===== config.mk =====
export PLATFORM = sky130hd
export DESIGN_NAME = lnf_div
export DESIGN_NICKNAME = d
export VERILOG_FILES = /design/src/sv/lnf_pkg.sv /design/src/sv/lnf_div.sv
export SDC_FILE = /design/constraint.sdc
export NUM_CORES = 1
export LEC_CHECK = 0
export BUFFER_PORTS_ARGS = -buffer_cell sky130_fd_sc_hd__buf_2
export CAP_MARGIN = 20
export CORE_ASPECT_RATIO = 1.2
export CORE_MARGIN = 4
export CORE_UTILIZATION = 52
export CTS_BUF_LIST = sky130_fd_sc_hd__clkbuf_4
export DETAILED_ROUTE_END_ITERATION = 10
export PLACE_DENSITY = 0.79
export SYNTH_ARGS = -nofsm -noshare
export SYNTH_HDL_FRONTEND = slang
export SYNTH_SLANG_ARGS = --single-unit

===== constraint.sdc =====
create_clock -name clk -period 7.3 [get_ports clk]
set_clock_uncertainty 0.2 [all_clocks]
set_input_delay 2.19 -clock clk [delete_from_list [all_inputs] [get_ports clk]]
set_output_delay 2.19 -clock clk [all_outputs]
set_load 0.01 [all_outputs]

===== src/sv/lnf_pkg.sv =====
// Shared types and constants of the layer norm block.
`default_nettype none
package lnf_pkg;
  localparam int DEF_MAX_CHANNELS = 64;
  localparam int DATA_W = 16;
  localparam int IDX_W = 6;
  localparam int RSTD_W = 24;
  localparam int SUM_W = 23;
  localparam int CNT_W = 7;
  localparam int VSUM_W = 39;
  localparam int DIVD_W = 55;
  localparam int DIVS_W = 33;
  localparam int WORD_W = 3 * DATA_W;
  localparam logic [15:0] EPS_RESET = 16'd168;
  localparam logic [RSTD_W-1:0] RSTD_MAX = 24'hFFFFFF;

  typedef struct packed {
    logic signed [SUM_W-1:0] sum;
    logic [CNT_W-1:0] count;
  } job_t;

  typedef struct packed {
    logic start;
    logic [DIVD_W-1:0] dividend;
    logic [DIVS_W-1:0] divisor;
  } div_req_t;

  typedef struct packed {
    logic done;
    logic [DIVD_W-1:0] quot;
  } div_rsp_t;
endpackage
`default_nettype wire


===== src/sv/lnf_div.sv =====
// Restoring divider, one quotient bit per cycle.
`default_nettype none
module lnf_div (
  input  logic              clk,
  input  logic              rst,
  input  lnf_pkg::div_req_t req,
  output lnf_pkg::div_rsp_t rsp
);
  logic                        running;
  logic                        done;
  logic [5:0]                  cnt;
  logic [lnf_pkg::DIVD_W-1:0]  dvd;
  logic [lnf_pkg::DIVS_W-1:0]  dsr;
  logic [lnf_pkg::DIVS_W-1:0]  rem;
  logic [lnf_pkg::DIVS_W:0]    trial;
  logic                        qbit;

  assign trial = {rem, dvd[lnf_pkg::DIVD_W-1]};
  assign qbit  = trial >= {1'b0, dsr};

  always_ff @(posedge clk) begin
    if (rst) begin
      running <= 1'b0;
      done    <= 1'b0;
    end else begin
      done <= 1'b0;
      if (req.start) begin
        running <= 1'b1;
        cnt     <= 6'(lnf_pkg::DIVD_W - 1);
        dvd     <= req.dividend;
        dsr     <= req.divisor;
        rem     <= '0;
      end else if (running) begin
        rem <= qbit ? lnf_pkg::DIVS_W'(trial - {1'b0, dsr})
                    : trial[lnf_pkg::DIVS_W-1:0];
        dvd <= {dvd[lnf_pkg::DIVD_W-2:0], qbit};
        if (cnt == 6'd0) begin
          running <= 1'b0;
          done    <= 1'b1;
        end else begin
          cnt <= cnt - 6'd1;
        end
      end
    end
  end

  assign rsp.done = done;
  assign rsp.quot = dvd;
endmodule
`default_nettype wire


Word level (Yosys, flattened, before mapping)
Cells that the tools add are included.
Storage, ports and cells
  bits in registers: 129
  bits of input ports: 91
  output and inout port bits: 56
  word-level logic and storage cells: 28
Operators by class
  $add $sub $neg: 2
  order comparisons: 1
  eq/ne operators: 1
  mux-type cells: 10
  bitwise logic cells: 2
  reduce and logical (&&, ||, !) cells: 6
Operators with widths (number)
  $mux W55: 2
  $mux W33: 2
  $ge A34 B33 Y1: 1
  $sub A33 B33 Y33: 1
  $mux W6: 2
  $logic_not A6 Y1: 1
  $sub A6 B1 Y6 const B: 1
  $mux W1: 4
  $reduce_and A2 Y1: 2
  $reduce_and A3 Y1: 1
  $reduce_or A3 Y1: 1
  $ne A2 B2 Y1 const B: 1
  $not A1 Y1: 2
  $reduce_bool A2 Y1: 1

Depth between registers and ports, before layout
  depth in word-level cells: 4
  mapped depth: 14
  mapped depth without buffers: 12

Worst setup path before layout
OpenSTA, ideal clock, no wires.
  kind: in2reg
  from: input req[88] in the netlist's numbering
  to: register dvd[0] in the netlist's numbering (enable)
  setup time: 535 ps
  data arrival time: 6559 ps
  path slack: 5 ps
  cell stages on the path: 4
  buffers on the path: 2
  path through: clkbuf_1 > clkbuf_1 > nor2_1 > nor2_1
On the way
  cells in the longest elaborated chain, start to end: 2
Ends and longest elaborated chain
  start, declared: RTL line lnf_div.sv:6  | input lnf_pkg::div_req_t req,
  $reduce_bool A2 Y1 (no source line)
  $reduce_and A2 Y1 (no source line)
  end signal, assigned: RTL line lnf_div.sv:30  | dvd <= req.dividend;
  end signal, assigned: RTL line lnf_div.sv:36  | dvd <= {dvd[lnf_pkg::DIVD_W-2:0], qbit};
  end, declared: RTL line lnf_div.sv:12  | logic [lnf_pkg::DIVD_W-1:0] dvd;
No other way between the ends.
A chain may end at the register's enable or synchronous reset.

Worst setup path after layout
  from: register rem[20] in the netlist's numbering
  to: register rem[6] in the netlist's numbering (data pin)
On the way
  cells in the longest elaborated chain, start to end: 3
Ends and longest elaborated chain
  start, declared: RTL line lnf_div.sv:14  | logic [lnf_pkg::DIVS_W-1:0] rem;
  start signal, assigned: RTL line lnf_div.sv:34  | rem <= qbit ? lnf_pkg::DIVS_W'(trial - {1'b0, dsr})
  $ge A34 B33 Y1: RTL line lnf_div.sv:19  | assign qbit = trial >= {1'b0, dsr};
  $mux W33: RTL line lnf_div.sv:34
  $mux W33: RTL line lnf_div.sv:33  | end else if (running) begin
No other way between the ends. The select of a mux whose other input is x is not followed.

==> results.sh <==
export IMPL_worst_hold_startpoint="running"
export IMPL_cp_end_kind="flop"
export IMPL_fin_ws_ns=3.163
export IMPL_seqCellArea_um2=3854
export IMPL_irDropWorstVdd_mv=0.1255
export IMPL_finalPower_mw=1.945
export IMPL_muxShareOfSynthArea_pct=10.70
export IMPL_globalplace_congestion=0.9255
export IMPL_crit_arrival_ns=4.18
export IMPL_htree_levels=4
export IMPL_viasPerCell=5.782
export IMPL_drc=0
export IMPL_layout_cells_non_filler=960
export IMPL_synth_yosys_seq_area_share_pct=52.22
export IMPL_synth_area_um2=7380
export IMPL_grt_remaining_overflow=0
export IMPL_dp_cells=925
export IMPL_path_buf_inv=1
export IMPL_areaGrowthSynthToFinish_pct=15.65
export IMPL_top_layer="met4"
export IMPL_fin_tns_setup_ns=0
export IMPL_die_y_um=138.5
export IMPL_post_synth_top_area_cell="edfxtp_1"
export IMPL_place_ws_ns=2.827
export IMPL_critical_path_class="reg2reg"
export IMPL_power_density_nw_per_um2=227.9
export IMPL_min_period_over_period_pct=56.68
export IMPL_dr_wl_met3_um=1413
export IMPL_critPathLaunch="rem[20]"
export IMPL_crit_family="compound AO/OA/AOI/OAI gates"
export IMPL_status="complete, no violations"
export IMPL_drv_slew=0
export IMPL_vias=5551
export IMPL_post_drt_wl_per_cell_um=17.93
export IMPL_grt_pass1_vias=5749
export IMPL_intPower_mw=1.322
export IMPL_critPathRequiredTime_ns=7.34
export IMPL_m1WireLength_um=6634
export IMPL_crit_chain="ha_1, nand2_1, nor4_4, o2111ai_1, nand3_2, a31oi_4, o21bai_4, buf_4, mux2i_1, nor2_1"
export IMPL_swShare_pct=32.03
export IMPL_synthTopCellsByArea="edfxtp_1 (52%), mux2_2 (8.4%), ha_1 (5.9%)"
export IMPL_synth_most_common_cell="edfxtp_1"
export IMPL_portBuffers=146
export IMPL_synth_flop_cell="edfxtp_1"
export IMPL_synth_top_family_by_area="compound AO/OA/AOI/OAI gates"
export IMPL_numCtsBuffers=17
export IMPL_min_period_ns=4.137
export IMPL_ys_warnings_count=0
export IMPL_wl_um=17220
export IMPL_syn_mean_instance_area_um2=11.71
export IMPL_die_w_um=116.8
export IMPL_drtIter0Drc=286
export IMPL_synth_cell_type_count=66
export IMPL_worstSetupStartpointType="flop"
export IMPL_post_cts_buffers=0
export IMPL_drt_first_pass_iters=5
export IMPL_clk_path_buf_depth=2
export IMPL_syn_inst=630
export IMPL_clk_latency_ns=0.54
export IMPL_io_pins=147
export IMPL_switchingPower_mw=0.6229
export IMPL_num_rows=47
export IMPL_hold_path_class="reg2reg"
export IMPL_dp_final_hpwl_um=12750
export IMPL_dieArea_um2=16170
export IMPL_seqPwrFrac_pct=47.4
export IMPL_hold_viol=0
export IMPL_synth_fa_ha_area_share_pct=6.205
export IMPL_synth_common_cells="edfxtp_1 (127), nor2_1 (56), inv_1 (55), mux2_2 (55), a21oi_1 (45)"
export IMPL_grt_max_degree=67
export IMPL_synth_compound_area_share_pct=12.82
export IMPL_power_frac_clock_pct=24.9
export IMPL_crit_slowest_cell="o21bai_4"
export IMPL_final_nets=901
export IMPL_pwr_share_comb_pct=27.7
export IMPL_cap_violations=0
export IMPL_rsz0062_at_grt="no"
export IMPL_grt_first_pass_wirelength_um=28040
export IMPL_drive_gt1_share_pct=34.05
export IMPL_cts_tree="built"
export IMPL_clk_pin_slew_ns=0.12
export IMPL_setup_viol_count_final=0
export IMPL_final_fill_count=1108
export IMPL_p_leak_nw=3.536
export IMPL_yosys_area_share_simple_pct=10.02
export IMPL_clock_sinks=129
export IMPL_fmax_ghz=0.2417
export IMPL_syn_nets=757
export IMPL_slew_headroom_pct=33.61
export IMPL_root_buffer="clkbuf_4"
export IMPL_antenna_found_initial=1
export IMPL_path_max_fanout=26
export IMPL_multi_input_comb_area_um2=3178
export IMPL_synth_top_area_share_pct=51.68
export IMPL_ys_ff_latch=129
export IMPL_async_flop_share_pct=0
export IMPL_core_area_um2=13880
export IMPL_cts_resized=0
export IMPL_rr_startpoint="rem[20]"
export IMPL_worst_path_largest_cell_delay_ns=0.76
export IMPL_synth_xor_area_share_pct=3.086
export IMPL_ant_nets=0
export IMPL_start_util_pct=53.17
export IMPL_synth_edff_count=127
export IMPL_final_util_pct=61.49
export IMPL_grtUsageTotal_pct=21.88
export IMPL_postCtsHoldBufs=0
export IMPL_tightestPinTransition_ns=0.9891
export IMPL_wl_met2_um=8787
-- layout make-up --
type	instances	share of cell area (%)
inverter	55	2.419
clock inverter	14	1.627
timing repair buffer	151	9.412
sequential	129	45.15
antenna	2	0.05864
tap	171	2.507
multi-input combinational	420	37.24
clock buffer	18	1.583
-- per-stage QoR --
step                      hold slack (ns)  area (um2)
after floorplan                    0.2660        7380
after global placement             0.3030        8228
after detailed placement           0.3033        8228
after CTS                          0.3139        8502
after global routing               0.3232        8534
final                              0.3162        8534
-- per-layer routing --
layer  vias to the layer above  track usage [%]
met5                         -                0
met4                         0            8.092
met3                        26            7.124
met2                       221            37.01
met1                      2670            25.63
li1                       2634                -
-- sequential cells by signal, indices dropped and copies added, names as in the netlist --
| register | count |
|---|---|
| done | 1 |
| rem | 33 |
| cnt | 6 |
| running | 1 |
| dvd | 55 |
| dsr | 33 |
-- power by group through the flow --
stage	clock, mW	combinational (mW)	sequential [mW]
3_3_place_gp	0	0.513	0.936
6_report	0.484	0.539	0.921
3_5_place_dp	0	0.530	0.937
4_1_cts	0.498	0.533	0.922
5_1_grt	0.531	0.594	0.927
2_1_floorplan	0	0.396	0.942
-- final timing paths --
kind / slack [ns] / cells past startpoint / endpoint
min: 0.32 / 1 / done
min reg2reg: 0.32 / 1 / done
max reg2reg: 3.16 / 10 / rem[6]
max: 3.16 / 10 / rem[6]
-- cells in the final DEF (no fill, tap or decap), types with 4 or more instances in the layout --
| cell type | count |
|---|---|
| a211oi_1 | 4 |
| a211oi_2 | 10 |
| a21o_1 | 8 |
| a21oi_1 | 45 |
| and3_1 | 4 |
| buf_2 | 145 |
| buf_4 | 4 |
| clkbuf_4 | 18 |
| clkinv_2 | 4 |
| edfxtp_1 | 127 |
| ha_1 | 35 |
| inv_1 | 55 |
| mux2_2 | 55 |
| mux2i_1 | 17 |
| nand2_1 | 30 |
| nand3_1 | 12 |
| nand4_1 | 10 |
| nor2_1 | 54 |
| nor2_2 | 10 |
| nor3_1 | 12 |
| o2111ai_1 | 6 |
| o21a_1 | 4 |
| o21ai_0 | 21 |
| o21bai_1 | 5 |
| or3_1 | 4 |
| xnor2_1 | 18 |
| xor2_1 | 8 |
-- kinds of logic (layout without fill, tap and decap cells) --
logic type	after synthesis	count (layout)
compound gates	134	134
xor+xnor	26	26
fa+ha+maj	36	36
buf+inv	81	238
flops	129	129
mux	72	72
other cells	0	2
simple gates	152	152
Note: power is estimated with default switching activity, not from simulation.
