$ cat src/sv/lnf_pkg.sv
// Shared types and constants of the layer norm block.
`default_nettype none
package lnf_pkg;
  localparam int DEF_MAX_CHANNELS = 64;
  localparam int DATA_W = 16;
  localparam int IDX_W = 6;
  localparam int RSTD_W = 24;
  localparam int SUM_W = 23;
  localparam int CNT_W = 7;
  localparam int VSUM_W = 39;
  localparam int DIVD_W = 55;
  localparam int DIVS_W = 33;
  localparam int WORD_W = 3 * DATA_W;
  localparam logic [15:0] EPS_RESET = 16'd168;
  localparam logic [RSTD_W-1:0] RSTD_MAX = 24'hFFFFFF;

  typedef struct packed {
    logic signed [SUM_W-1:0] sum;
    logic [CNT_W-1:0] count;
  } job_t;

  typedef struct packed {
    logic start;
    logic [DIVD_W-1:0] dividend;
    logic [DIVS_W-1:0] divisor;
  } div_req_t;

  typedef struct packed {
    logic done;
    logic [DIVD_W-1:0] quot;
  } div_rsp_t;
endpackage
`default_nettype wire

$ cat src/sv/lnf_queue.sv
// Two-entry queue of finished rows between front and back.
`default_nettype none
module lnf_queue (
  input  logic          clk,
  input  logic          rst,
  input  logic          push,
  input  lnf_pkg::job_t push_job,
  input  logic          pop,
  output logic          empty,
  output lnf_pkg::job_t head
);
  lnf_pkg::job_t slots [2];
  logic          wptr;
  logic          rptr;
  logic [1:0]    cnt;

  assign empty = (cnt == 2'd0);
  assign head  = slots[rptr];

  always_ff @(posedge clk) begin
    if (rst) begin
      wptr <= 1'b0;
      rptr <= 1'b0;
      cnt  <= 2'd0;
    end else begin
      if (push) begin
        slots[wptr] <= push_job;
        wptr        <= ~wptr;
      end
      if (pop) begin
        rptr <= ~rptr;
      end
      cnt <= cnt + 2'(push) - 2'(pop);
    end
  end
endmodule
`default_nettype wire

$ cat config.mk
export PLATFORM = sky130hd
export DESIGN_NAME = lnf_queue
export DESIGN_NICKNAME = d
export VERILOG_FILES = /design/src/sv/lnf_pkg.sv /design/src/sv/lnf_queue.sv
export SDC_FILE = /design/constraint.sdc
export NUM_CORES = 1
export LEC_CHECK = 0
export ABC_AREA = 1
export BUFFER_PORTS_ARGS = -buffer_cell sky130_fd_sc_hd__buf_2
export CORE_MARGIN = 2
export CORE_UTILIZATION = 52
export DETAILED_ROUTE_END_ITERATION = 10
export MAX_ROUTING_LAYER = met4
export PLACE_DENSITY = 0.79
export REMOVE_ABC_BUFFERS = 1
export SLEW_MARGIN = 20
export SYNTH_ARGS = -nofsm -noshare
export SYNTH_HDL_FRONTEND = slang
export SYNTH_SLANG_ARGS = --single-unit
$ cat constraint.sdc
create_clock -name clk -period 4.4 [get_ports clk]
set_clock_uncertainty 0.1 [all_clocks]
set_input_delay 0.66 -clock clk [delete_from_list [all_inputs] [get_ports clk]]
set_output_delay 0.66 -clock clk [all_outputs]
set_load 0.01 [all_outputs]
Word level (Yosys, flattened, before mapping)
Memory sizes are Yosys's and may differ from the RTL's. A register that Yosys moved wholly into a read port is not among the register bits.
Cells that the tools add are included.
{"block": "totals", "register_bits": 4, "latch_bits": 0, "ram_bits": 60, "rom_bits": 0, "input_bits": 34, "elab_cells": 14, "mem_count": 1}
{"name": "slots", "words": 2, "width": 30, "read_ports": 1, "rd_clocked_by_memory_dff": 1, "write_ports": 1, "line": "lnf_queue.sv:12", "source": "lnf_pkg::job_t slots [2];"}
{"block": "classes", "add_sub_neg": 2, "mul": 0, "div_mod_pow": 0, "order_cmp": 0, "n_eq_ne": 0, "n_shift": 0, "n_mux": 5, "n_bitwise": 2, "n_reduce_logical": 1}
{"operator": "two-way mux 1 bit", "n": 5}
{"operator": "adder 2 x 1 -> 2 bit", "n": 1}
{"operator": "zero test 2 bit", "n": 1}
{"operator": "inverter 1 bit", "n": 2}
{"operator": "subtractor 2 x 1 -> 2 bit", "n": 1}

Depth between registers and ports, before layout
Gate-level depths: netlist (run 1).
{"block": "logic_depth", "ltp_word": 3, "depth_mapped": 9, "ltp_nobuf": 9}

Worst setup path before layout (run 1)
No wires, ideal clock.
{"block": "synth_timing", "path_type": "input -> register", "startpoint": "in rst", "endpoint": "mem slots[1][0] in the netlist's numbering (enable)", "setup_time_ns": 0.455, "arrival_ns": 2.803, "slack_ns": 1.042, "stages": 1, "path_buffers": 0, "cell_sequence": "nor3_1"}
{"block": "synth_via", "elab_chain_len": 2}
{"element": "start: declaration", "line": "lnf_queue.sv:5", "source": "input logic rst,"}
{"element": "two-way mux 1 bit", "line": "lnf_queue.sv:21", "source": "if (rst) begin"}
{"element": "two-way mux 1 bit (implied by the code)", "line": "lnf_queue.sv:27", "source": "slots[wptr] <= push_job;"}
{"element": "end: declaration", "line": "lnf_queue.sv:12"}
Every way passes these cells.

==> impl_metrics.csv, run 1 <==
group,metric,value,unit
cts,cts.sinks,65,
detailed_routing,avgRoutedWirePerCell,16.2,um
cts,htreeDepth,3,
floorplanning,rows,25,
synth,ys_seq_elements,65,
timing,period_minus_slack,2.59,ns
setup_path,crit_path_start_kind,"flop",
cts,numCtsBuffers,9,
job,cap_violations,0,
floorplanning,fp.dieH,73.5,um
detailed_routing,drc,0,
global_route,gr-usage-all-layers,17.2,%
cts,ctsHoldBuffers,0,
detailed_routing,num_vias,1299,
timing,hold_violations,0,
cts,post_cts_resized,0,
setup_path,arrival,1.83,ns
synth,syn_avg_cell_area,20.3,um2
floorplanning,dieWidth,73.5,um
finish,layout-drive-gt1-share,55.7,%
placed_design,port_buffers,64,
timing,max_freq,0.386,GHz
global_route,globalRouteOverflowTotal,0,
pwr,power.internal,0.00104,W
finish,nNetsFinal,234,
detailed_routing,ant_nets,0,
finish,final_cell_mix,"64 x buf_2, 60 x edfxtp_1, 30 x mux2_4",
pwr,power_density,432,nW/um2
finish,final_common_cell,"buf_2",
detailed_routing,detail_route.first_pass.iterations,4,
synth,seq_area_frac_synth,75.7,%
floorplanning,die_area,5400,um2
synth,ys_warn_count,0,
timing,finalCritPeriodShare,58.8,%
setup_path,reg2reg_slack,2.72,ns
timing,tightest_slew,0.991,ns
synth,ys_types,12,
timing,setup_viol_count_final,0,
timing,slew_violations,0,
hold_path,worst_hold_path_type,"flop to flop",
cts,cts.path.max_buffers,2,
timing,rsz0062_at_grt,"false",
pwr,p_comb_share,10.1,%
timing,holdWs,0.379,ns
setup_path,required,3.64,ns
pwr,vdd_drop_max,0.276,mV
detailed_routing,wl,4.18,mm
finish,antennaDiodeCount,0,
cts,root_buffer,"clkbuf_8",
pwr,swShare,22.2,%
setup_path,worstSetupEndpointType,"output port",
cts,cts_tree,"done",
timing,max-slew-margin-rel,33.9,%
global_route,grt_pass1_vias,1351,
floorplanning,io_pins,65,
cts,clk_pin_slew,0.06,ns
setup_path,cp_max_fo,30,
detailed_routing,first_iter_violations,68,
cts,clk_latency,0.33,ns
pwr,p_switching,0.000295,W
floorplanning,initial_utilization,53.5,%
setup_path,worstSetupPathType,"flop to output port",
pwr,power_frac_seq,54.3,%
timing,fin_tns_setup,0,ns
finish,fillCellCount,342,
placed_design,routabilityCongestion,0.681,
global_route,grt_pass1_wl,6.24,mm
pwr,leakagePower,1.25,nW
cts,cts_setup_buffers,0,
synth,synth_cells,124,
pwr,clkPwrFrac,35.5,%
finish,area_delta_synth_final,22.7,%
floorplanning,core_area,4690,um2
global_route,grt_max_degree,31,
run_status,status,"complete, no violations",
global_route,antenna_found_initial,0,
detailed_routing,vias_per_cell,5.05,
synth,synth_area,2510,um2
[metrics by stage]
step | setup WS (ns) | instance area [um2] | util [%] | total power [W] | cells
after global routing | 1.73 | 3080 | 65.7 | 0.00139 | 257
after floorplan | 1.04 | 2480 | - | 0.000816 | 121
final | 1.81 | 3080 | 65.7 | 0.00133 | 257
after global placement | 2.18 | 2890 | 61.7 | 0.000864 | 241
after detailed placement | 2.14 | 2890 | 61.7 | 0.000875 | 241
after CTS | 1.77 | 3080 | 65.7 | 0.00134 | 257
[layer usage]
| metal | wire length [um] | vias up | share of wire, % | GRT usage [%] |
|---|---|---|---|---|
| met4 | 46 | 0 | 1.1 | 7.88 |
| met1 | 1630 | 637 | 39 | 17.9 |
| met5 | 0 | - | 0 | - |
| met3 | 249 | 6 | 6.0 | 6.58 |
| met2 | 2250 | 43 | 54 | 28.8 |
| li1 | - | 613 | - | - |
[sequential cells by signal, summed over array words and instances (netlist names), named ones only]
register	cells
cnt	2
wptr	1
slots	60
rptr	1
[power groups by stage]
stage                     Sequential, W  Combinational, W  Clock, W
after CTS                      0.000724          0.000137  0.000482
final                          0.000723          0.000135  0.000473
after global routing           0.000726          0.000147  0.000513
after detailed placement       0.000738          0.000137         0
after global placement         0.000735          0.000129         0
after floorplan                0.000732         0.0000837         0
[path summary, 6_finish.rpt]
path                            start           end  cells after the start
worst min register to register   wptr          wptr                      2
worst max register to register   wptr  slots[0][11]                      3
worst min-delay path             wptr          wptr                      2
worst max-delay path             flop      head[12]                      2
[cell type report]
class / instances / area (um2) / share of cell area (%)
clock buffer: 10 / 128 / 4.14
clock inverter: 6 / 58.8 / 1.91
inverter: 8 / 30.0 / 0.975
multi-input combinational: 48 / 558 / 18.1
sequential: 65 / 1900 / 61.8
tap: 54 / 67.6 / 2.19
timing repair buffer: 66 / 335 / 10.9
[critical path, stage by stage, from the launching register on]
cell	delay [ns]
dfxtp_2	0.97
mux2_4	0.35
buf_2	0.14
[synth_stat cells]
cell type / n / area (um2)
a21oi_1: 2 / 10.0
buf_6: 3 / 33.8
dfxtp_1: 5 / 100
edfxtp_1: 60 / 1800
ha_1: 2 / 25.0
inv_1: 8 / 30.0
mux2_4: 30 / 450
nand2_1: 5 / 18.8
nand3_1: 1 / 5.00
nor2_1: 6 / 22.5
nor3_1: 1 / 5.00
xnor2_1: 1 / 8.76
[logic make-up (layout without fill, tap and decap cells)]
family                   after synthesis  count (layout)  synth area share, %
AO/OA/AOI/OAI                          2               2                0.399
XOR/XNOR                               1               1                0.349
adder cells (fa/ha/maj)                2               2                0.996
buffers and inverters                 11              90                 2.54
flip-flops                            65              65                 75.7
multiplexers                          30              30                 17.9
AND/OR/NAND/NOR                       13              13                 2.04
No activity file was read; power rests on OpenSTA's default activity.
==> run 2: changes to the inputs <==
Clock period 4.4 ns to 2.67 ns, I/O delays scaled along.
==> run 2 against run 1 <==
Effect of this change:
- routed wire length is 3.8% lower
- cell count up 0.78%
- register-to-register slack got worse by 1.6 ns
- setup slack got worse by 1.3 ns
- sequential share of layout area down 1.2 points
- utilization grew 1.3 points
- global-route usage fell by 0.72 points
- final area rose by 2.0%
==> impl_metrics.csv, run 2 (synthesis results as in run 1) <==
group,metric,value,unit
setup_path,crit_slowest_cell,"dfxtp_2",
finish,multiInputGateArea,558,um2
timing,hold_violations,0,
placed_design,routabilityCongestion,0.704,
timing,rsz0062_at_grt,"false",
finish,layout-drive-gt1-share,56.1,%
finish,area_delta_synth_final,25.2,%
cts,cts.sinks,65,
cts,post_cts_resized,0,
floorplanning,die_area,5400,um2
global_route,globalRouteOverflowTotal,0,
detailed_routing,vias_per_cell,4.93,
cts,ctsHoldBuffers,0,
finish,regMostFlops,"slots",
detailed_routing,first_iter_violations,66,
finish,postLayoutCellArea,3140,um2
finish,ff_latch_area,1900,um2
pwr,leakagePower,1.28,nW
finish,top_regs,"slots: 60 flops, cnt: 2 flops",
hold_path,holdPathEnd,"slots[1][4]",
finish,final_common_cell,"buf_2",
setup_path,timing.rr.end,"slots[0][17]",
detailed_routing,num_vias,1276,
finish,final_core_util,67.0,%
detailed_routing,drc,0,
timing,period_minus_slack,2.19,ns
timing,setup_viol_count_final,0,
setup_path,reg2reg_from,"wptr",
timing,slew_violations,0,
pwr,power_density,727,nW/um2
cts,cts_tree,"done",
timing,max-slew-margin-rel,65.7,%
setup_path,reg2reg_depth,4,
job,cap_violations,0,
floorplanning,fp.dieH,73.5,um
finish,fillCellCount,315,
timing,finalCritPeriodShare,81.9,%
finish,antennaDiodeCount,0,
cts,root_buffer,"clkbuf_8",
floorplanning,io_pins,65,
setup_path,worstSetupEndpointType,"output port",
setup_path,path_buf_inv,2,
detailed_routing,detail_route.first_pass.iterations,4,
global_route,grt_pass1_wl,6.10,mm
finish,final_cell_mix,"64 x buf_2, 60 x edfxtp_1, 30 x mux2_4",
global_route,antenna_found_initial,0,
hold_path,hp-start,"push_job[4]",
hold_path,hold_depth,1,
finish,nNetsFinal,236,
placed_design,dp_cells,243,
setup_path,cp_top_family,"flip-flops",
setup_path,cp_max_fo,16,
cts,cts_setup_buffers,0,
global_route,grt_pass1_vias,1327,
pwr,vdd_drop_max,0.388,mV
global_route,gr-usage-all-layers,16.5,%
setup_path,worstSetupPathType,"flop to output port",
detailed_routing,avgRoutedWirePerCell,15.5,um
global_route,grt_use_met2,26.5,%
run_status,status,"complete, no violations",
setup_path,arrival,1.69,ns
placed_design,placed_area,2930,um2
floorplanning,rows,25,
floorplanning,initial_utilization,53.5,%
timing,tightest_slew,0.514,ns
setup_path,reg2reg_slack,1.17,ns
timing,fin_tns_setup,0,ns
placed_design,hpwl,2.86,mm
detailed_routing,ant_nets,0,
timing,max_freq,0.457,GHz
global_route,grt_max_degree,18,
setup_path,max_stage_delay,0.66,ns
finish,fin_cells,259,
detailed_routing,wl,4.02,mm
global_route,grt_use_met3,6.31,%
cts,numCtsBuffers,9,
global_route,gr-max-usage-layer,"met2",
cts,htreeDepth,3,
setup_path,crit_path_start_kind,"flop",
setup_path,path_cells,"buf_12 -> mux2_4 -> buf_2",
placed_design,port_buffers,64,
setup_path,required,2.17,ns
floorplanning,dieWidth,73.5,um
cts,clk_latency,0.33,ns
finish,largest_register_ffs,60,
floorplanning,core_area,4690,um2
cts,cts.path.max_buffers,2,
cts,clk_pin_slew,0.07,ns
global_route,use_met1,18.0,%
setup_path,worstSetupPathDepth,3,
hold_path,worst_hold_path_type,"input pin to flop",
==> run 2: changes by cell type in the layout (fill, tap and decap cells not counted), sizes merged <==
cell      before  now
clkbuf        10    9
clkinv         3    4
clkinvlp       2    1
buf           66   68
bufinv         1    2
==> run 2: worst max-delay path by stage <==
stage                        to  slack [ns]
floorplan           slots[1][0]       -0.43
global placement        head[2]        0.84
detailed placement     head[25]        0.81
CTS                    head[25]        0.45
global route           head[27]        0.39
finish                  head[5]        0.48
==> run 2: through the flow <==
step	total power (W)	hold slack, ns	setup slack, ns
detailed placement	0.00145	0.355	0.812
floorplan	0.00134	0.337	-0.428
global route	0.00238	0.141	0.394
finish	0.00228	0.160	0.484
CTS	0.00231	0.138	0.448
global placement	0.00143	0.350	0.844
==> run 2: per-layer routing <==
layer / vias up / wire (um)
li1: 615 / -
met1: 604 / 1600
met2: 50 / 2110
met3: 7 / 249
met4: 0 / 56
met5: - / 0
==> run 2: where the power goes <==
group,internal (W),switching [W]
Sequential,0.00116,0.0000234
Combinational,0.000133,0.000109
Clock,0.000515,0.000347
Total,0.00180,0.000480
==> run 2: layout make-up <==
| cell class | instances | area share, % |
|---|---|---|
| well taps | 54 | 2.15 |
| inverters | 8 | 0.955 |
| clock buffers | 9 | 3.94 |
| repair buffers | 68 | 11.9 |
| clock inverters | 7 | 2.71 |
| multi-input cells | 48 | 17.8 |
| flip-flops and latches | 65 | 60.5 |
