$ cat config.mk
export PLATFORM = sky130hd
export DESIGN_NAME = lnf_back
export DESIGN_NICKNAME = d
export VERILOG_FILES = /design/src/sv/lnf_pkg.sv /design/src/sv/lnf_back.sv
export SDC_FILE = /design/constraint.sdc
export NUM_CORES = 2
export LEC_CHECK = 0
export ABC_AREA = 0
export BUFFER_PORTS_ARGS = -buffer_cell sky130_fd_sc_hd__buf_2
export CAP_MARGIN = 10
export CORE_MARGIN = 1.5
export CORE_UTILIZATION = 30
export CTS_CLUSTER_SIZE = 25
export DETAILED_ROUTE_END_ITERATION = 8
export GPL_ROUTABILITY_DRIVEN = 1
export PLACE_DENSITY = 0.56
export SLEW_MARGIN = 10
export SYNTH_ARGS = -nofsm -noshare
export SYNTH_HDL_FRONTEND = slang
export SYNTH_SLANG_ARGS = --single-unit
$ cat constraint.sdc
create_clock -name clk -period 13.1 [get_ports clk]
set_input_delay 3.275 -clock clk [delete_from_list [all_inputs] [get_ports clk]]
set_output_delay 3.275 -clock clk [all_outputs]
set_load 0.02 [all_outputs]
$ cat src/sv/lnf_pkg.sv
// Shared types and constants of the layer norm block.
`default_nettype none
package lnf_pkg;
  localparam int DEF_MAX_CHANNELS = 64;
  localparam int DATA_W = 16;
  localparam int IDX_W = 6;
  localparam int RSTD_W = 24;
  localparam int SUM_W = 23;
  localparam int CNT_W = 7;
  localparam int VSUM_W = 39;
  localparam int DIVD_W = 55;
  localparam int DIVS_W = 33;
  localparam int WORD_W = 3 * DATA_W;
  localparam logic [15:0] EPS_RESET = 16'd168;
  localparam logic [RSTD_W-1:0] RSTD_MAX = 24'hFFFFFF;

  typedef struct packed {
    logic signed [SUM_W-1:0] sum;
    logic [CNT_W-1:0] count;
  } job_t;

  typedef struct packed {
    logic start;
    logic [DIVD_W-1:0] dividend;
    logic [DIVS_W-1:0] divisor;
  } div_req_t;

  typedef struct packed {
    logic done;
    logic [DIVD_W-1:0] quot;
  } div_rsp_t;
endpackage
`default_nettype wire

$ cat src/sv/lnf_back.sv
// Back end: mean, variance pass, reciprocal root, output pass over one row.
`default_nettype none
module lnf_back #(
  parameter int MAX_CHANNELS = lnf_pkg::DEF_MAX_CHANNELS,
  localparam int AW = $clog2(MAX_CHANNELS)
) (
  input  logic                        clk,
  input  logic                        rst,
  input  logic                        q_empty,
  input  lnf_pkg::job_t               q_job,
  output logic                        q_pop,
  input  logic [15:0]                 epsilon_q24,
  output logic [AW-1:0]               rd_addr,
  input  logic [lnf_pkg::WORD_W-1:0]  rd_data,
  output lnf_pkg::div_req_t           div_req,
  input  lnf_pkg::div_rsp_t           div_rsp,
  output logic                        active,
  output logic                        result_strobe,
  output logic signed [15:0]          normalized_value,
  output logic [5:0]                  element_index,
  output logic signed [15:0]          row_mean,
  output logic [23:0]                 row_rstd,
  output logic                        row_last
);
  typedef enum logic [6:0] {
    S_IDLE = 7'b0000001,
    S_MEAN = 7'b0000010,
    S_VAR  = 7'b0000100,
    S_VDIV = 7'b0001000,
    S_RDIV = 7'b0010000,
    S_ROOT = 7'b0100000,
    S_OUT  = 7'b1000000
  } state_t;

  state_t                       state;
  logic [6:0]                   n;
  logic                         neg;
  logic signed [15:0]           mean;
  logic [lnf_pkg::VSUM_W-1:0]   vsum;
  logic [23:0]                  rstd;
  logic [6:0]                   idx;
  logic [54:0]                  root_t;
  logic [55:0]                  root_res;
  logic [4:0]                   root_k;

  logic                         rd_v;
  logic [6:0]                   rd_idx;
  logic                         rd_last;
  logic                         sq_v;
  logic [32:0]                  sq;
  logic                         o2_v;
  logic signed [41:0]           o2_p1;
  logic signed [15:0]           o2_scale;
  logic signed [15:0]           o2_shift;
  logic [6:0]                   o2_idx;
  logic                         o2_last;
  logic                         o3_v;
  logic signed [57:0]           o3_p2;
  logic signed [15:0]           o3_shift;
  logic [6:0]                   o3_idx;
  logic                         o3_last;

  logic                         issuing;
  logic                         var_drain;
  logic                         out_drain;
  logic [22:0]                  sum_mag;
  logic [32:0]                  d_sum;
  logic signed [16:0]           df_v;
  logic signed [33:0]           sq_full;
  logic [54:0]                  bitv;
  logic [55:0]                  trial;
  logic                         take_bit;
  logic [55:0]                  res_upd;
  logic [54:0]                  t_upd;
  logic [55:0]                  q_round;
  logic [23:0]                  rstd_sat;
  logic signed [57:0]           v_sum;
  logic signed [57:0]           v_rnd;
  logic signed [57:0]           r_val;
  logic signed [15:0]           r_sat;

  assign active    = (state != S_IDLE);
  assign q_pop     = (state == S_IDLE) && !q_empty;
  assign issuing   = ((state == S_VAR) || (state == S_OUT)) && (idx < n);
  assign rd_addr   = idx[AW-1:0];
  assign var_drain = (state == S_VAR) && (idx == n) && !rd_v && !sq_v;
  assign out_drain = (state == S_OUT) && (idx == n) && !rd_v && !o2_v && !o3_v;

  assign sum_mag = q_job.sum[lnf_pkg::SUM_W-1] ? 23'(-q_job.sum) : 23'(q_job.sum);
  assign d_sum   = div_rsp.quot[32:0] + 33'(epsilon_q24);

  // root argument sits in Q.54 below, one result bit per step
  assign bitv     = 55'(1) << {root_k, 1'b0};
  assign trial    = root_res + 56'(bitv);
  assign take_bit = {1'b0, root_t} >= trial;
  assign res_upd  = take_bit ? (root_res >> 1) + 56'(bitv) : (root_res >> 1);
  assign t_upd    = take_bit ? root_t - trial[54:0] : root_t;
  assign q_round  = (res_upd + 56'd1) >> 1;
  assign rstd_sat = (q_round > 56'(lnf_pkg::RSTD_MAX)) ? lnf_pkg::RSTD_MAX : q_round[23:0];

  assign df_v    = $signed({rd_data[15], rd_data[15:0]}) - $signed({mean[15], mean});
  assign sq_full = df_v * df_v;

  // ties away from zero at the 2^26 boundary
  assign v_sum = o3_p2 + (58'(o3_shift) <<< 26);
  assign v_rnd = v_sum + (v_sum[57] ? 58'sh1FFFFFF : 58'sh2000000);
  assign r_val = v_rnd >>> 26;
  assign r_sat = (r_val > 58'sd32767) ? 16'sh7FFF :
                 (r_val < -58'sd32768) ? 16'sh8000 : r_val[15:0];

  always_comb begin
    div_req.start    = 1'b0;
    div_req.dividend = 55'(sum_mag) + 55'(q_job.count >> 1);
    div_req.divisor  = 33'(q_job.count);
    case (state)
      S_IDLE: begin
        div_req.start = !q_empty;
      end
      S_VAR: begin
        div_req.start    = var_drain;
        div_req.dividend = 55'(vsum) + 55'(n >> 1);
        div_req.divisor  = 33'(n);
      end
      S_VDIV: begin
        div_req.start    = div_rsp.done && (d_sum != 33'd0);
        div_req.dividend = {1'b1, 54'd0};
        div_req.divisor  = d_sum;
      end
      default: begin
        div_req.start = 1'b0;
      end
    endcase
  end

  always_ff @(posedge clk) begin
    if (rst) begin
      state         <= S_IDLE;
      rd_v          <= 1'b0;
      sq_v          <= 1'b0;
      o2_v          <= 1'b0;
      o3_v          <= 1'b0;
      result_strobe <= 1'b0;
    end else begin
      rd_v          <= issuing;
      sq_v          <= rd_v && (state == S_VAR);
      o2_v          <= rd_v && (state == S_OUT);
      o3_v          <= o2_v;
      result_strobe <= o3_v;
      if (issuing) begin
        idx <= idx + 7'd1;
      end
      case (state)
        S_IDLE: begin
          if (!q_empty) begin
            n     <= q_job.count;
            neg   <= q_job.sum[lnf_pkg::SUM_W-1];
            state <= S_MEAN;
          end
        end
        S_MEAN: begin
          if (div_rsp.done) begin
            mean  <= neg ? -$signed(div_rsp.quot[15:0]) : $signed(div_rsp.quot[15:0]);
            idx   <= 7'd0;
            vsum  <= '0;
            state <= S_VAR;
          end
        end
        S_VAR: begin
          if (sq_v) begin
            vsum <= vsum + lnf_pkg::VSUM_W'(sq);
          end
          if (var_drain) begin
            state <= S_VDIV;
          end
        end
        S_VDIV: begin
          if (div_rsp.done) begin
            if (d_sum == 33'd0) begin
              rstd  <= lnf_pkg::RSTD_MAX;
              idx   <= 7'd0;
              state <= S_OUT;
            end else begin
              state <= S_RDIV;
            end
          end
        end
        S_RDIV: begin
          if (div_rsp.done) begin
            root_t   <= div_rsp.quot;
            root_res <= '0;
            root_k   <= 5'd27;
            state    <= S_ROOT;
          end
        end
        S_ROOT: begin
          root_t   <= t_upd;
          root_res <= res_upd;
          root_k   <= root_k - 5'd1;
          if (root_k == 5'd0) begin
            rstd  <= rstd_sat;
            idx   <= 7'd0;
            state <= S_OUT;
          end
        end
        S_OUT: begin
          if (out_drain) begin
            state <= S_IDLE;
          end
        end
        default: begin
          state <= S_IDLE;
        end
      endcase
    end
  end

  always_ff @(posedge clk) begin
    rd_idx  <= idx;
    rd_last <= (idx == n - 7'd1);
    sq      <= sq_full[32:0];

    o2_p1    <= $signed({1'b0, rstd}) * df_v;
    o2_scale <= rd_data[31:16];
    o2_shift <= rd_data[47:32];
    o2_idx   <= rd_idx;
    o2_last  <= rd_last;

    o3_p2    <= o2_p1 * o2_scale;
    o3_shift <= o2_shift;
    o3_idx   <= o2_idx;
    o3_last  <= o2_last;

    normalized_value <= r_sat;
    element_index    <= 6'(o3_idx);
    row_mean         <= mean;
    row_rstd         <= rstd;
    row_last         <= o3_last;
  end
endmodule
`default_nettype wire

### Word-level counts from Yosys, hierarchy flattened

Index checks and enable logic that the tools add are counted.

| storage, ports and cells | value |
|---|---|
| register bits | 487 |
| output and inout bits | 161 |

| cells by class | value |
|---|---|
| $add $sub $neg | 16 |
| multiply operators | 3 |
| magnitude comparators | 5 |
| equality and inequality tests | 20 |
| shift operators | 1 |
| mux-type cells | 37 |
| bitwise logic cells | 2 |
| reductions and logical operators | 31 |

Operators by type and width:

| cell | number |
|---|---|
| $pmux W88 S2 | 1 |
| $mux W56 | 2 |
| $pmux W56 S2 | 1 |
| $mux W55 | 2 |
| $pmux W55 S2 | 1 |
| $mux W24 | 4 |
| $mux W7 | 13 |
| $mux W39 | 2 |
| $pmux W39 S2 | 1 |
| $add A58 B27 Y58 | 1 |
| $add A58 B42 Y58 | 1 |
| $mul A42 B16 Y58 | 1 |
| $add A55 B55 Y56 | 1 |
| $add A56 B1 Y56 const B | 1 |
| $add A56 B55 Y56 | 1 |
| $ge A55 B56 Y1 | 1 |
| $gt A55 B24 Y1 const B | 1 |
| $shl A1 B6 Y55 const A | 1 |
| $sub A55 B55 Y55 | 1 |
| $pmux W7 S7 | 1 |
| $pmux W24 S2 | 1 |
| $mul A25 B17 Y42 | 1 |
| $add A39 B6 Y40 | 1 |
| $add A39 B33 Y39 | 1 |
| 41 further kinds | 73 |

### Longest topological paths before layout

| depth | value |
|---|---|
| depth after elaboration | 9 |
| gate-level depth with buffers | 51 |

### Least setup slack after synthesis

No wires, ideal clock.

| timing path | value |
|---|---|
| path kind | input to register |
| start point | input port rd_data[0] (netlist name) |
| end point | register sq[32] |
| setup time | 0.129 ns |
| arrival time | 12.263 ns |
| data required time | 12.971 ns |
| path slack | 0.707 ns |
| stages on the path | 43 |
| buffers on the path | 2 |
| path through | inv_1 > ha_1 > inv_1 > fa_1 > nand2_1 > nand2_1 > a21oi_1 > o21ai_0 > a21oi_1 > o21ai_0 > a21oi_1 > o21ai_0 > a21oi_1 > o21bai_1 > a21oi_1 > o21bai_1 > a21oi_1 > nor2b_1 > (+7 left out) > fa_1 > inv_1 > fa_1 > inv_1 > fa_1 > fa_1 > fa_1 > ha_1 > and3_1 > a21oi_1 > o21ai_0 > o41ai_1 > o21ai_0 > o211a_1 > o21a_1 > o21a_1 > o41ai_1 > xnor2_1 |

| on the way | value |
|---|---|
| word-level cells in the longest chain between the ends | 2 |

Ends and longest elaborated chain:

| element | line | source |
|---|---|---|
| start, declared | lnf_back.sv:14 | `input logic [lnf_pkg::WORD_W-1:0] rd_data,` |
| $sub A16 B16 Y17 | lnf_back.sv:101 | `assign df_v = $signed({rd_data[15], rd_data[15:0]}) - $signed({mean[15], mean});` |
| $mul A17 B17 Y33 | lnf_back.sv:102 | `assign sq_full = df_v * df_v;` |
| named net sq_full[32] | lnf_back.sv:69 | `logic signed [33:0] sq_full;` |
| end signal, assigned | lnf_back.sv:220 | `sq <= sq_full[32:0];` |
| end, declared | lnf_back.sv:50 | `logic [32:0] sq;` |

The timed path passes the listed nets, and every way through them passes these cells.
A chain may end at the register's enable or synchronous reset.

### Final worst setup path

| timing path | value |
|---|---|
| start point | input port rd_data[1] (netlist name) |
| end point | register o2_p1[41] |

| on the way | value |
|---|---|
| word-level cells in the longest chain between the ends | 2 |

Ends and longest elaborated chain:

| element | line | source |
|---|---|---|
| $sub A16 B16 Y17 | lnf_back.sv:101 |  |
| $mul A25 B17 Y42 | lnf_back.sv:222 | `o2_p1 <= $signed({1'b0, rstd}) * df_v;` |
| end signal, assigned | lnf_back.sv:222 |  |
| end, declared | lnf_back.sv:52 | `logic signed [41:0] o2_p1;` |

Every way passes these cells.

==> flow_metrics.py <==
metrics = {
    "global_route": {
        "top_usage_layer": "met2",
        "use_met3_pct": 2.40,
        "grt_start_max_net_pins": 100,
        "use_met1_pct": 23.6,
        "use_met2_pct": 27.2,
        "overflow": 0,
        "grt_pass1_wl_um": 349000,
        "grt_use_total_pct": 16.8,
        "grt_pass1_vias": 63500,
        "antenna_found_initial": 14,
    },
    "cts": {
        "numCtsBuffers": 67,
        "cts.sinks": 486,
        "clk_pin_slew_ns": 0.05,
        "clock_path_buffers": 3,
        "cts_tree": "built",
        "htreeDepth": 3,
        "clockRootBuffer": "clkbuf_16",
        "insertion_delay_ns": 0.69,
    },
    "worst_setup_path": {
        "critical_path_class": "input pin to flip-flop",
        "start_kind": "input pin",
        "max_stage_delay_ns": 0.58,
        "critical_path_required_ns": 13.66,
        "crit_fanout": 4,
        "crit_slowest_cell": "or4_1",
        "reg2reg_depth": 46,
        "r2r_slack_ns": 1.62,
        "critPathCaptureType": "flip-flop",
        "crit_end": "o2_p1[41]",
        "arrival_ns": 13.01,
        "worstReg2RegEnd": "rstd[5]",
        "startpoint": "rd_data[1]",
        "r2r_start": "root_k[0]",
    },
    "logic_synthesis": {
        "syn_area_per_cell_um2": 8.92,
        "synth_fa_ha_area_share_pct": 41.8,
        "synth_compound_area_share_pct": 9.96,
        "synthMuxAreaShare_pct": 0.441,
        "yosys_warnings": 0,
        "synth-edff-count": 210,
        "synth_area_mm2": 0.0770,
        "synth-seq-cells": 486,
        "ys_types": 108,
        "synth_top_family_by_area": "adder cells",
        "postSynthCellCount": 8625,
        "synthXorXnorAreaFrac_pct": 6.16,
        "synth-main-ff-cell": "dfxtp_1",
        "synthSimpleGateAreaFrac_pct": 17.5,
        "synthArstFlopShare_pct": 0,
        "seq_area_frac_synth_pct": 15.4,
    },
    "die": {
        "coreArea_mm2": 0.255,
        "dieArea_mm2": 0.260,
        "fp-row-count": 185,
        "die_x_um": 509,
        "initial_core_util_pct": 30.2,
        "die_height_um": 509,
        "top_level_ports": 314,
    },
    "placement": {
        "gp_congestion": 0.885,
        "place_hpwl_um": 170000,
        "io_buffers": 299,
        "dp_slack_ns": -0.141,
    },
    "timing": {
        "fin_skew_ns": 0.0315,
        "worstMarginPinSlew_ns": 1.13,
        "hold_ws_ns": 0.325,
        "rsz0062_at_grt": "false",
        "drv_slew": 0,
        "fin_ws_ns": 0.655,
        "relSlewSlack_pct": 24.2,
        "max_freq_mhz": 80.4,
        "period_minus_slack_ns": 12.44,
        "setup_viol": 0,
        "post-route-period-util_pct": 95.0,
        "finalHoldViolations": 0,
    },
    "final_layout": {
        "layout-drive-gt1-share_pct": 7.98,
        "layout.nets": 10800,
        "fillers": 26400,
        "post-route-util_pct": 33.4,
        "syn_to_final_growth_pct": 10.5,
    },
    "detailed_routing": {
        "num_vias": 59800,
        "wl_um": 216000,
        "first_pass_iters": 5,
        "drc": 0,
        "first_iter_violations": 3849,
        "avgViaCountPerCell": 4.88,
        "drtAntennaViolNets": 0,
        "routedWlPerCell_um": 17.6,
    },
    "worst_hold_path": {
        "hold_path.class": "flip-flop to flip-flop",
    },
    "outcome": {
        "status": "complete, no violations",
    },
    "flow_run": {
        "cap_violations": 0,
    },
}
[what timing repair did]
item	CTS	global route
setup buffers	0	1
hold buffers	0	0
endpoints found under the setup margin	0	3
resized for setup	0	4
[cell type report]
type / instances / area, um2 / area share, %
diodes: 7 / 17.5 / 0.0206
multi-input cells: 6385 / 58500 / 68.9
inverters: 1428 / 5360 / 6.31
well taps: 3366 / 4210 / 4.95
clock buffers: 85 / 1820 / 2.14
repair buffers: 459 / 2790 / 3.28
clock inverters: 38 / 448 / 0.527
flip-flops and latches: 486 / 11800 / 13.9
[routing by layer]
layer  routed length [um]  vias up
li1                     -    27900
met1               101000    30000
met2                97900     1660
met3                12700      257
met4                 4460       12
met5                   78        -
[worst max-delay path, delay by kind of cell]
kind	cells	cell delay (ns)
AO/OA/AOI/OAI	23	4.04
adder cells (fa/ha/maj)	8	3.02
AND/OR/NAND/NOR	9	1.79
buffers and inverters	7	0.53
XOR/XNOR	2	0.32
[Yosys cell counts, types with 125 or more instances]
| library cell | count | area (um2) |
|---|---|---|
| and2_1 | 399 | 2500 |
| nand3_1 | 125 | 626 |
| o21ai_0 | 259 | 1300 |
| xnor2_1 | 345 | 3020 |
| a21oi_1 | 290 | 1450 |
| inv_1 | 1422 | 5340 |
| nor2_1 | 499 | 1870 |
| edfxtp_1 | 210 | 6310 |
| fa_1 | 1225 | 24500 |
| xor2_1 | 196 | 1720 |
| nand2_1 | 1085 | 4070 |
| dfxtp_1 | 276 | 5530 |
| clkbuf_1 | 294 | 1100 |
| ha_1 | 606 | 7580 |
[worst min path at each step]
stage / start / end / slack (ns) / depth (start not counted)
6_report: o2_idx[1] / o3_idx[1] / 0.32 / 0
5_1_grt: rd_idx[5] / o2_idx[5] / 0.33 / 0
4_1_cts: o3_last / row_last / 0.32 / 0
3_5_place_dp: o2_shift[11] / o3_shift[11] / 0.31 / 0
3_3_place_gp: rd_idx[3] / o2_idx[3] / 0.31 / 0
2_1_floorplan: o3_idx[0] / element_index[0] / 0.31 / 0
[registers in the layout, indices dropped and copies added (netlist names), 5 cells and up]
name and count:
element_index 6, root_res 56, state 7, row_rstd 24
o3_idx 6, normalized_value 16, o3_shift 16, o2_shift 16
vsum 39, idx 7, rstd 24, o2_idx 6
sq 32, mean 16, row_mean 16, o3_p2 58
o2_scale 16, n 7, root_k 5, root_t 55
o2_p1 42, rd_idx 6
[per-stage QoR]
stage	TNS (ns)	std cells	instance area, um2
after detailed placement	-0.150	12100	82700
after floorplan	0	8638	77000
after CTS	0	12200	85000
final	0	12300	85000
after global placement	-0.0330	12100	82700
after global routing	0	12200	85000
[cell usage in the layout (no fill, tap or decap), types with 16 or more instances in the layout]
cell,n
o21a_1,56
o41ai_1,18
dfxtp_1,273
o31a_1,16
buf_2,299
o22ai_1,30
nand4_1,54
ha_1,605
o211ai_1,19
inv_1,1422
or2_2,38
o21ai_0,257
nand2_2,20
a31oi_1,69
buf_4,153
and4_1,22
clkbuf_16,68
nor2b_1,94
fa_1,1225
mux2i_1,26
edfxtp_1,210
o21bai_1,43
nor4_1,22
or3_1,34
xnor2_1,340
nor2_1,498
nand2b_1,122
a211oi_1,40
o31ai_1,34
a21boi_0,21
a21o_1,124
nand3_1,124
xor2_1,195
a21oi_1,286
and3_1,66
nand2_1,1085
nor3_1,113
and2_1,399
[logic make-up (layout without fill, tap and decap cells)]
logic type,Yosys count,count (layout)
muxes,33,33
DFF,486,486
other,1,21
AOI/OAI and AO/OA,1174,1174
adders and majority gates,1838,1838
and+or+nand+nor,2785,2785
buffers and inverters,1767,2010
xor gates and xnor gates,541,541
Power is not shown: default switching activity piles up to over one toggle a cycle in this logic, so the estimate is an artifact.
